### config.mk
export PLATFORM = sky130hd
export DESIGN_NAME = vector_autoregression_generator
export DESIGN_NICKNAME = d
export VERILOG_FILES = /design/src/rtl/vag_pkg.sv /design/src/rtl/vector_autoregression_generator.sv /design/src/rtl/vag_ctrl.sv /design/src/rtl/vag_datapath.sv
export SDC_FILE = /design/constraint.sdc
export NUM_CORES = 2
export LEC_CHECK = 0
export BUFFER_PORTS_ARGS = -buffer_cell sky130_fd_sc_hd__buf_4
export CAP_MARGIN = 20
export CORE_MARGIN = 2
export CORE_UTILIZATION = 45
export CTS_BUF_LIST = sky130_fd_sc_hd__clkbuf_8
export CTS_CLUSTER_SIZE = 25
export DETAILED_ROUTE_END_ITERATION = 7
export GPL_TIMING_DRIVEN = 0
export REMOVE_ABC_BUFFERS = 1
export SLEW_MARGIN = 20
export SYNTH_ARGS = -nofsm -noshare
export SYNTH_HDL_FRONTEND = slang
export SYNTH_HIERARCHICAL = 1
export SYNTH_SLANG_ARGS = --single-unit
### constraint.sdc
create_clock -name clk -period 6.3 [get_ports clk]
set_input_delay 0.315 -clock clk [delete_from_list [all_inputs] [get_ports clk]]
set_output_delay 0.315 -clock clk [all_outputs]
set_load 0.03 [all_outputs]
### src/rtl/vag_pkg.sv
// Shared types and codes for the vector autoregression generator.
package vag_pkg;

	// Item kinds on the input channel
	typedef enum logic [1:0] {
		KIND_LOAD    = 2'd0,
		KIND_SAMPLE  = 2'd1,
		KIND_RESTART = 2'd2
	} kind_t;

	// Controller states
	typedef enum logic [2:0] {
		ST_IDLE,
		ST_MAC,
		ST_DRAIN1,
		ST_DRAIN2,
		ST_FINISH,
		ST_COMMIT
	} state_t;

	// Commands from controller to datapath
	typedef struct packed {
		logic load;    // write one coefficient
		logic clear;   // clear history, pending values and channel count
		logic start;   // take the innovation and seed the accumulator
		logic issue;   // read one coefficient and one history term
		logic finish;  // round, saturate, store pending, present result
		logic commit;  // shift history by one lag, pending becomes lag 1
	} cmd_t;

	// Status from datapath to controller
	typedef struct packed {
		logic term_last; // current term is the last of the channel's row
		logic row_last;  // current channel is the last of the time step
		logic out_free;  // output register can take a new beat
	} sts_t;

	localparam int unsigned SAMPLE_W = 32;
	localparam int unsigned COEF_W   = 18;
	localparam int unsigned PROD_W   = SAMPLE_W + COEF_W;
	localparam int unsigned ACC_W    = 64;
	localparam int unsigned FRAC_W   = 16;
	localparam int unsigned INDEX_W  = 6;

endpackage

### src/rtl/vector_autoregression_generator.sv
// Top level of the multichannel VAR(k) series generator.
//
//  channel | direction | handshake            | payload
//  --------+-----------+----------------------+-----------------------------------
//  input   | in        | in_valid / in_stall  | kind, coef_index, coef_value, sample
//  output  | out       | out_valid / out_stall| value, channel, step_done
//
// Load and restart beats are taken straight from idle. A sample beat walks the
// shared multiply-accumulate one history term per cycle, then passes a two-stage
// read/multiply drain and a round/saturate state; the last channel of a step adds
// a commit state to shift the history. Reset clears history, pending values
// and the channel count; the coefficient memory holds no reset value.
// A result waits in the output register under out_stall; the next beat is taken
// meanwhile, and its result waits in the round cycle until the register frees.
module vector_autoregression_generator #(
	parameter int unsigned CHANNELS = 4,
	parameter int unsigned LAGS     = 4
) (
	input  logic               clk,
	input  logic               arst_n,
	input  logic               in_valid,
	output logic               in_stall,
	input  logic [1:0]         kind,
	input  logic [5:0]         coef_index,
	input  logic signed [17:0] coef_value,
	input  logic signed [31:0] sample,
	output logic               out_valid,
	input  logic               out_stall,
	output logic signed [31:0] value,
	output logic [1:0]         channel,
	output logic               step_done
);

	vag_pkg::cmd_t cmd;
	vag_pkg::sts_t sts;

	// Sequence the work
	vag_ctrl u_ctrl (
		.clk      (clk),
		.arst_n   (arst_n),
		.in_valid (in_valid),
		.kind     (kind),
		.sts      (sts),
		.in_stall (in_stall),
		.cmd      (cmd)
	);

	// Compute the values
	vag_datapath #(
		.CHANNELS (CHANNELS),
		.LAGS     (LAGS)
	) u_datapath (
		.clk        (clk),
		.arst_n     (arst_n),
		.cmd        (cmd),
		.coef_index (coef_index),
		.coef_value (coef_value),
		.sample     (sample),
		.out_stall  (out_stall),
		.sts        (sts),
		.out_valid  (out_valid),
		.value      (value),
		.channel    (channel),
		.step_done  (step_done)
	);

`ifndef ASSERT_OFF
	// A sample beat locks the input side the next cycle
	a_sample_stalls: assert property (@(posedge clk) disable iff (!arst_n)
		(in_valid && !in_stall && (kind == vag_pkg::KIND_SAMPLE)) |=> in_stall)
		else $error("input taken while a sample is in work");

	// A new output beat appears only after the round cycle
	a_out_from_finish: assert property (@(posedge clk) disable iff (!arst_n)
		$rose(out_valid) |-> $past(cmd.finish))
		else $error("output beat without a finished sample");

	// History shifts only right after the last channel finished
	a_commit_after_last: assert property (@(posedge clk) disable iff (!arst_n)
		cmd.commit |-> ($past(cmd.finish) && step_done))
		else $error("history shift out of order");

	// The MAC walk never runs while input beats are taken
	a_issue_stalled: assert property (@(posedge clk) disable iff (!arst_n)
		cmd.issue |-> in_stall)
		else $error("MAC issue while input open");
`endif

endmodule

### src/rtl/vag_ctrl.sv
// Controller state machine: sequences loads, restarts and the per-sample MAC walk.
module vag_ctrl (
	input  logic             clk,
	input  logic             arst_n,
	input  logic             in_valid,
	input  logic [1:0]       kind,
	input  vag_pkg::sts_t    sts,
	output logic             in_stall,
	output vag_pkg::cmd_t    cmd
);

	vag_pkg::state_t state_q;
	vag_pkg::state_t state_d;
	logic            accept;

	assign accept = in_valid && (state_q == vag_pkg::ST_IDLE);

	// Hold the state register
	always_ff @(posedge clk or negedge arst_n) begin
		if (!arst_n) begin
			state_q <= vag_pkg::ST_IDLE;
		end else begin
			state_q <= state_d;
		end
	end

	// Next state
	always_comb begin
		state_d = state_q;
		case (state_q)
			vag_pkg::ST_IDLE: begin
				if (accept && (kind == vag_pkg::KIND_SAMPLE)) begin
					state_d = vag_pkg::ST_MAC;
				end
			end
			vag_pkg::ST_MAC: begin
				if (sts.term_last) begin
					state_d = vag_pkg::ST_DRAIN1;
				end
			end
			vag_pkg::ST_DRAIN1: begin
				state_d = vag_pkg::ST_DRAIN2;
			end
			vag_pkg::ST_DRAIN2: begin
				state_d = vag_pkg::ST_FINISH;
			end
			vag_pkg::ST_FINISH: begin
				if (sts.out_free) begin
					state_d = sts.row_last ? vag_pkg::ST_COMMIT : vag_pkg::ST_IDLE;
				end
			end
			vag_pkg::ST_COMMIT: begin
				state_d = vag_pkg::ST_IDLE;
			end
			default: begin
				state_d = vag_pkg::ST_IDLE;
			end
		endcase
	end

	// Outputs
	always_comb begin
		cmd      = '0;
		in_stall = 1'b1;
		case (state_q)
			vag_pkg::ST_IDLE: begin
				in_stall = 1'b0;
				if (in_valid) begin
					case (kind)
						vag_pkg::KIND_LOAD:    cmd.load  = 1'b1;
						vag_pkg::KIND_SAMPLE:  cmd.start = 1'b1;
						vag_pkg::KIND_RESTART: cmd.clear = 1'b1;
						default:               cmd       = '0;
					endcase
				end
			end
			vag_pkg::ST_MAC: begin
				cmd.issue = 1'b1;
			end
			vag_pkg::ST_FINISH: begin
				cmd.finish = sts.out_free;
			end
			vag_pkg::ST_COMMIT: begin
				cmd.commit = 1'b1;
			end
			default: begin
				cmd = '0;
			end
		endcase
	end

endmodule

### src/rtl/vag_datapath.sv
// Datapath: coefficient memory, history shift line, shared MAC and output register.
module vag_datapath #(
	parameter int unsigned CHANNELS = 4,
	parameter int unsigned LAGS     = 4
) (
	input  logic                 clk,
	input  logic                 arst_n,
	input  vag_pkg::cmd_t        cmd,
	input  logic [5:0]           coef_index,
	input  logic signed [17:0]   coef_value,
	input  logic signed [31:0]   sample,
	input  logic                 out_stall,
	output vag_pkg::sts_t        sts,
	output logic                 out_valid,
	output logic signed [31:0]   value,
	output logic [1:0]           channel,
	output logic                 step_done
);

	localparam int unsigned TERMS      = CHANNELS * LAGS;
	localparam int unsigned TABLE_SIZE = CHANNELS * TERMS;
	localparam int unsigned COEF_DEPTH = (TABLE_SIZE < 64) ? TABLE_SIZE : 64;
	localparam int unsigned COEF_AW    = (COEF_DEPTH > 1) ? $clog2(COEF_DEPTH) : 1;
	localparam int unsigned ROW_W      = (CHANNELS > 1) ? $clog2(CHANNELS) : 1;
	localparam int unsigned TERM_W     = (TERMS > 1) ? $clog2(TERMS) : 1;

	// Coefficient memory
	logic signed [17:0] coef_mem [COEF_DEPTH];

	// History line: entry lag*CHANNELS + column, rotated during the MAC walk
	logic signed [31:0] hist_q [TERMS];
	logic signed [31:0] pend_q [CHANNELS];

	logic [ROW_W-1:0]   row_q;
	logic [TERM_W-1:0]  term_q;
	logic [31:0]        rd_addr;
	logic               row_last;

	// MAC pipeline
	logic                 vld_s1;
	logic                 vld_s2;
	logic signed [17:0]   coef_s1;
	logic signed [31:0]   hist_s1;
	logic signed [49:0]   prod_s2;
	logic signed [63:0]   acc_q;

	// Rounding and saturation
	logic signed [63:0]   rnd;
	logic signed [63:0]   shr;
	logic signed [31:0]   sat;

	logic                 out_valid_q;
	logic signed [31:0]   value_q;
	logic [1:0]           channel_q;
	logic                 step_done_q;

	assign rd_addr  = 32'(row_q) * 32'(TERMS) + 32'(term_q);
	assign row_last = (row_q == ROW_W'(CHANNELS - 1));

	assign sts.term_last = (term_q == TERM_W'(TERMS - 1));
	assign sts.row_last  = row_last;
	assign sts.out_free  = !out_valid_q || !out_stall;

	// Write one coefficient; ignore addresses beyond the table
	always_ff @(posedge clk) begin
		if (cmd.load && (32'(coef_index) < 32'(TABLE_SIZE))) begin
			coef_mem[coef_index[COEF_AW-1:0]] <= coef_value;
		end
	end

	// Read one coefficient and the history head each issue cycle
	always_ff @(posedge clk) begin
		if (cmd.issue) begin
			coef_s1 <= coef_mem[rd_addr[COEF_AW-1:0]];
			hist_s1 <= hist_q[0];
		end
		prod_s2 <= coef_s1 * hist_s1;
	end

	// Advance the MAC valid pipeline
	always_ff @(posedge clk or negedge arst_n) begin
		if (!arst_n) begin
			vld_s1 <= 1'b0;
			vld_s2 <= 1'b0;
		end else begin
			vld_s1 <= cmd.issue;
			vld_s2 <= vld_s1;
		end
	end

	// Seed with the innovation, then accumulate products
	always_ff @(posedge clk) begin
		if (cmd.start) begin
			acc_q <= $signed({{16{sample[31]}}, sample, 16'b0});
		end else if (vld_s2) begin
			acc_q <= acc_q + 64'(prod_s2);
		end
	end

	// Walk the terms of the row
	always_ff @(posedge clk or negedge arst_n) begin
		if (!arst_n) begin
			term_q <= '0;
		end else if (cmd.start) begin
			term_q <= '0;
		end else if (cmd.issue) begin
			term_q <= term_q + TERM_W'(1);
		end
	end

	// Round half up, then saturate to 32 bits
	always_comb begin
		rnd = acc_q + 64'sd32768;
		shr = rnd >>> vag_pkg::FRAC_W;
		if (shr > 64'sd2147483647) begin
			sat = 32'sh7fffffff;
		end else if (shr < -64'sd2147483648) begin
			sat = 32'sh80000000;
		end else begin
			sat = shr[31:0];
		end
	end

	// Rotate history during the walk, shift in pending values on commit
	always_ff @(posedge clk or negedge arst_n) begin
		if (!arst_n) begin
			for (int i = 0; i < TERMS; i++) begin
				hist_q[i] <= '0;
			end
		end else if (cmd.clear) begin
			for (int i = 0; i < TERMS; i++) begin
				hist_q[i] <= '0;
			end
		end else if (cmd.issue) begin
			for (int i = 0; i < TERMS - 1; i++) begin
				hist_q[i] <= hist_q[i+1];
			end
			hist_q[TERMS-1] <= hist_q[0];
		end else if (cmd.commit) begin
			for (int i = CHANNELS; i < TERMS; i++) begin
				hist_q[i] <= hist_q[i-CHANNELS];
			end
			for (int i = 0; i < CHANNELS; i++) begin
				hist_q[i] <= pend_q[i];
			end
		end
	end

	// Store the new value as pending and advance the channel count
	always_ff @(posedge clk or negedge arst_n) begin
		if (!arst_n) begin
			row_q <= '0;
			for (int i = 0; i < CHANNELS; i++) begin
				pend_q[i] <= '0;
			end
		end else if (cmd.clear) begin
			row_q <= '0;
			for (int i = 0; i < CHANNELS; i++) begin
				pend_q[i] <= '0;
			end
		end else if (cmd.finish) begin
			pend_q[row_q] <= sat;
			row_q <= row_last ? '0 : row_q + ROW_W'(1);
		end
	end

	// Output register: hold the beat until taken
	always_ff @(posedge clk or negedge arst_n) begin
		if (!arst_n) begin
			out_valid_q <= 1'b0;
		end else if (cmd.finish) begin
			out_valid_q <= 1'b1;
		end else if (!out_stall) begin
			out_valid_q <= 1'b0;
		end
	end

	always_ff @(posedge clk) begin
		if (cmd.finish) begin
			value_q     <= sat;
			channel_q   <= 2'(row_q);
			step_done_q <= row_last;
		end
	end

	assign out_valid = out_valid_q;
	assign value     = value_q;
	assign channel   = channel_q;
	assign step_done = step_done_q;

endmodule
Word level (Yosys, flattened, before mapping)
Memory sizes are Yosys's and may differ from the RTL's. A register that Yosys moved wholly into a read port is not among the register bits.
Index checks and enable logic that the tools add are counted.
{ "word_totals": {"register_bits": 833, "ramBits": 1152, "out_inout_bits": 37, "n_memories": 1} }
{ "memory_table": {"columns": ["name", "depth", "width", "rd", "rd_clocked_by_memory_dff", "write_ports", "line", "text"], "rows": [
  ["u_datapath.coef_mem", 64, 18, 1, 1, 1, "vag_datapath.sv:28", "logic signed [17:0] coef_mem [COEF_DEPTH];"]
]} }
{ "classes": {"n_addsub": 5, "n_mul": 1, "order_cmp": 4, "n_eq_ne": 13, "n_mux": 35, "n_bitwise": 1, "reduce_logical": 13} }
{ "ops": {"columns": ["op", "n"], "rows": [
  ["512-bit two-way mux", 3],
  ["128-bit two-way mux", 2],
  ["128-bit bitwise mux", 1],
  ["64-bit two-way mux", 2],
  ["32-bit two-way mux", 3],
  ["64-bit by 17-bit adder with 64-bit output, second input constant", 1],
  ["64-bit by 50-bit adder with 64-bit output", 1],
  ["32-bit demux with 2-bit select", 1],
  ["18-bit by 32-bit multiplier with 50-bit output", 1],
  ["48-bit by 32-bit > comparator with 1-bit output, second input constant", 1],
  ["48-bit by 32-bit less-than comparator with 1-bit output, second input constant", 1],
  ["3-bit two-way mux", 5],
  ["3-bit case mux with 5 select lines", 1],
  ["1-bit two-way mux", 8],
  ["4-bit two-way mux", 2],
  ["6-bit by 4-bit adder with 6-bit output", 1],
  ["3-bit by 2-bit == test with 1-bit output, second input constant", 2],
  ["3-bit == test, second input constant", 2],
  ["2-bit two-way mux", 3],
  ["6-bit two-way mux", 1],
  ["1-bit case mux with 2 select lines", 3],
  ["2-bit nonzero test", 3],
  ["4-bit by 1-bit adder with 4-bit output, second input constant", 1],
  ["2-bit == test, second input constant", 2],
  ["other kinds (16)", 21]
]} }

Depth between registers and ports, before layout
{ "logic_depth": {"ltp_word": 8, "mapped_depth": 26, "depth_no_buf": 25} }

Cells and area by module
Netlist, hierarchy kept.
{ "by_module_without_submodules": {"columns": ["mod", "n_inst", "cells_each", "area_each_um2"], "rows": [
  ["vag_datapath", 1, 8347, 105560.0],
  ["vag_ctrl", 1, 26, 239.0]
]} }

Worst setup path after synthesis
Ideal clock, no wire load.
{ "synth_timing": {"kind": "flip-flop to flip-flop", "from": "register u_datapath.hist_s1[15]", "to": "register u_datapath.prod_s2[35]", "setup_time_ns": 0.126, "arrival_ns": 6.375, "t_required_ns": 6.174, "setup_slack_ns": -0.201, "path_stages_with_launch": 24, "period_less_slack_ns": 6.501, "path_cell_list": "edfxtp_1 -> clkbuf_1 -> nand2_1 -> fa_1 -> fa_1 -> fa_1 -> inv_1 -> fa_1 -> fa_1 -> inv_1 -> fa_1 -> inv_1 -> ha_1 -> a21o_1 -> a21o_1 -> a2111oi_0 -> o22ai_1 -> o21bai_1 -> a211oi_1 -> o21bai_1 -> a221o_1 -> o211ai_1 -> a32oi_1 -> xor2_1"} }
{ "synth_via": {"elab_chain_cells": 1} }
{ "synth_rtl": {"columns": ["element", "line", "text"], "rows": [
  ["start: declaration", "vag_datapath.sv:43", "logic signed [31:0] hist_s1;"],
  ["start signal: assignment", "vag_datapath.sv:75", "hist_s1 <= hist_q[0];"],
  ["18-bit by 32-bit multiplier with 50-bit output", "vag_datapath.sv:77", "prod_s2 <= coef_s1 * hist_s1;"],
  ["end signal: assignment", "vag_datapath.sv:77", null],
  ["end: declaration", "vag_datapath.sv:44", "logic signed [49:0] prod_s2;"]
]} }
Every way passes these cells.
A chain may end at the register's enable or synchronous reset.

Worst setup path after layout
{ "layout_timing": {"from": "register u_datapath.coef_s1[14] (read register of u_datapath.coef_mem)", "to": "register u_datapath.prod_s2[35]"} }
{ "layout_via": {"elab_chain_cells": 1} }
{ "layout_rtl": {"columns": ["element", "line", "text"], "rows": [
  ["start: declaration", "vag_datapath.sv:42", "logic signed [17:0] coef_s1;"],
  ["18-bit by 32-bit multiplier with 50-bit output", "vag_datapath.sv:77", null]
]} }
Every way passes these cells.

==> impl_metrics.csv <==
group,metric,value,unit
floorplan,io_pins,99,
placement,portBuffers,98,
sta,setup_viol,19,
global_routing,overflow,0,
final_layout,mostFrequentLayoutCells,"1,285 x edfxtp_1, 1,148 x nor2_1, 768 x inv_1, 647 x dfrtp_1, 637 x a21oi_1",
floorplan,core,235000,µm²
sta,fin_ws,-0.517,ns
yosys,synth_edf_count,1285,
clocking,cts.root.buffer_cell,"clkbuf_8",
final_layout,seqCellArea,56200,µm²
final_layout,drive_above_1_share,18.3,%
critical_path,critical_path_class,"flop to flop",
yosys,synth_seq_cells,2003,
drt,postRouteAntennaNets,0,
critical_path,crit_path_end_kind,"flop",
floorplan,rows,178,
global_routing,grt_first_pass_wirelength,424,mm
outcome,status,"complete, but fails checks",
final_layout,layout_commonest_cell,"edfxtp_1",
floorplan,die-area,239000,µm²
global_routing,grt_pass1_vias,70500,
global_routing,top_usage_layer,"met2",
global_routing,antenna_found_initial,10,
drt,vias,68400,
drt,vias_per_cell,5.55,
sta,skew,0.137,ns
clocking,numCtsBuffers,346,
drt,drt_wl_total,276,mm
global_routing,met3_usage,3.55,%
global_routing,met1_usage,30.0,%
yosys,synth.distinct_cells,80,
critical_path,startpoint_type,"flop",
sta,finalHoldViolations,0,
global_routing,met2_usage,39.1,%
clocking,cts_tree,"built",
yosys,netlist_instances,8373,
floorplan,die_h,489,µm
run,cap_viol_max_count,0,
sta,fin_crit_sh,108,%
sta,max_freq,0.147,GHz
clocking,clock_latency,1.07,ns
critical_path,cp.required,7.11,ns
clocking,path_clk_slew,0.06,ns
final_layout,num-nets-final,9724,
worst_hold_path,min_path_type,"input pin to flop",
final_layout,area_growth,16.5,%
critical_path,crit_fanout,3,
yosys,synthFlopType,"edfxtp_1",
drt,dr.pass1.iters,6,
yosys,syn_avg_cell_area,12.6,µm²
clocking,cts.sinks,2003,
sta,slew_headroom,31.4,%
final_layout,multi_input_area,46500,µm²
sta,worst_pin_slew,1.02,ns
floorplan,die_w,489,µm
yosys,syn_area,106000,µm²
final_layout,fill_cells,19700,
sta,rsz0062_at_grt,"true",
placement,dp_hpwl,184,mm
sta,final_max_slew_viol_count,0,
critical_path,arrival,7.63,ns
drt,route.detailed.drc,0,
global_routing,globalRouteTotalUtil,23.3,%
drt,first_iter_violations,5644,
floorplan,start_util,45.1,%
drt,wl_per_cell,22.4,µm
placement,gp_congestion,0.879,
clocking,cts.path.max_buffers,4,
yosys,async_flop_share,32.6,%
final_layout,fin_util,52.6,%
global_routing,grt_max_degree,95,
yosys,ys_seq_area_share,53.1,%
clocking,htree_levels,5,
outcome,violations,"negative setup slack",
yosys,synth_warnings,6,
sta,post-route-min-period,6.82,ns
## final timing paths
check                                       start                      to  slack, ns  depth (start not counted)
max                        u_datapath/coef_s1[14]  u_datapath/prod_s2[35]      -0.52                         25
min                                    sample[31]    u_datapath/acc_q[56]       0.10                          3
max reg2reg                u_datapath/coef_s1[14]  u_datapath/prod_s2[35]      -0.52                         25
min reg2reg                     u_datapath/vld_s1       u_datapath/vld_s2       0.35                          0
max in group asynchronous                  arst_n  u_datapath/hist_q[119]       4.46                          6
min in group asynchronous                  arst_n   u_datapath/pend_q[41]       0.49                          4
## worst max-delay path: stages (launching register included)
cell and delay (ns):
edfxtp_1 0.52, buf_12 0.20, buf_12 0.13, and2_4 0.13, fa_1 0.48, inv_2 0.04
fa_1 0.52, inv_1 0.05, fa_2 0.52, fa_2 0.45, fa_1 0.50, inv_1 0.05
fa_1 0.51, inv_2 0.05, ha_4 0.15, a21o_1 0.17, a21o_1 0.19, a2111oi_4 0.30
o22ai_1 0.13, o21bai_4 0.21, a211oi_2 0.27, o21bai_2 0.10, a221o_1 0.40, o211ai_1 0.22
a32oi_1 0.15, xor2_1 0.16
## layout make-up
cell class,count,area share (%)
inverter,654,2.00
antenna,12,0.0244
sequential,2003,45.6
tap,3150,3.20
clock buffer,372,4.15
clock inverter,221,0.779
timing repair buffer,708,6.47
multi-input combinational,5205,37.7
## registers in the layout, summed over array words and instances (netlist names), 3 cells and up
| signal | cells |
|---|---|
| u_datapath/hist_q | 512 |
| u_datapath/coef_s1 | 18 |
| u_datapath/pend_q | 128 |
| u_datapath/hist_s1 | 32 |
| u_datapath/coef_mem | 1152 |
| u_datapath/value | 32 |
| u_ctrl/state_q | 3 |
| u_datapath/acc_q | 64 |
| u_datapath/term_q | 4 |
| u_datapath/prod_s2 | 50 |
## routing by layer
metal  wire length, µm  vias to the layer above
met4             12000                        2
met1            112000                    35100
met5                13                        -
met3             16200                      560
li1                  -                    30600
met2            136000                     2145
## repair_timing
| item | in CTS | in global routing |
|---|---|---|
| cloned | 5 | 2 |
| gates resized for setup | 152 | 53 |
| buffers inserted | 155 | 26 |
| hold buffers | 62 | 0 |
| pin swaps | 42 | 39 |
| setup endpoints to repair | 31 | 26 |
| hold endpoints to repair | 1655 | 0 |
## through the flow
step	area [µm²]	hold WS [ns]	TNS (ns)	cells	setup WS, ns
5_1_grt	123000	0.0735	-8.10	12300	-0.684
6_report	123000	0.100	-3.76	12300	-0.517
2_1_floorplan	104000	0.0194	-	7862	-53.17
3_5_place_dp	114000	0.281	-35.04	11500	-1.85
4_1_cts	123000	0.00610	-2.44	12300	-0.453
3_3_place_gp	109000	0.332	-	11100	-108.33
## logic make-up (layout without fill, tap and decap cells)
group | after synthesis | after routing | share of synthesized area [%]
adders and majority gates | 744 | 744 | 12.7
DFF | 2003 | 2003 | 53.1
other | 0 | 12 | 0
buffers and inverters | 1165 | 1955 | 4.17
xor gates and xnor gates | 174 | 174 | 1.44
AOI/OAI and AO/OA | 1243 | 1243 | 6.81
and+or+nand+nor | 2144 | 2144 | 8.72
muxes | 900 | 900 | 13.0
## cell usage after synthesis (4+ instances only)
cell type / count / area (µm²)
o22ai_1: 9 / 56.3
nor2b_1: 19 / 119
mux2i_1: 520 / 5200
inv_1: 649 / 2440
o211ai_1: 12 / 90.1
o21ai_0: 160 / 801
dfxtp_1: 66 / 1320
o21ai_1: 102 / 510
ha_1: 190 / 2380
a21oi_1: 652 / 3260
nor4_1: 10 / 62.6
buf_1: 84 / 315
o31ai_1: 9 / 67.6
a41oi_1: 4 / 35.0
a221oi_1: 107 / 937
o21bai_1: 32 / 240
a211oi_1: 14 / 105
nand3_1: 51 / 255
nand4_1: 31 / 194
a21o_1: 65 / 488
or3_1: 11 / 68.8
dfrtp_1: 652 / 16300
nor3_1: 15 / 75.1
nand2_1: 469 / 1760
and3b_1: 4 / 35.0
and2_1: 240 / 1500
edfxtp_1: 1285 / 38600
and3_1: 21 / 131
xor2_1: 66 / 578
a221o_1: 4 / 40.0
and4_1: 6 / 52.6
a31oi_1: 24 / 150
nand2b_1: 29 / 181
clkbuf_1: 409 / 1540
nor2_1: 1213 / 4550
buf_2: 14 / 70.1
a22o_1: 5 / 43.8
or2_2: 4 / 25.0
o21a_1: 14 / 105
mux4_2: 378 / 8510
xnor2_1: 108 / 946
fa_1: 554 / 11100
Power is left out: the tool's default activity adds up to more than one toggle a clock period on the data nets, which glitch-free logic cannot reach.
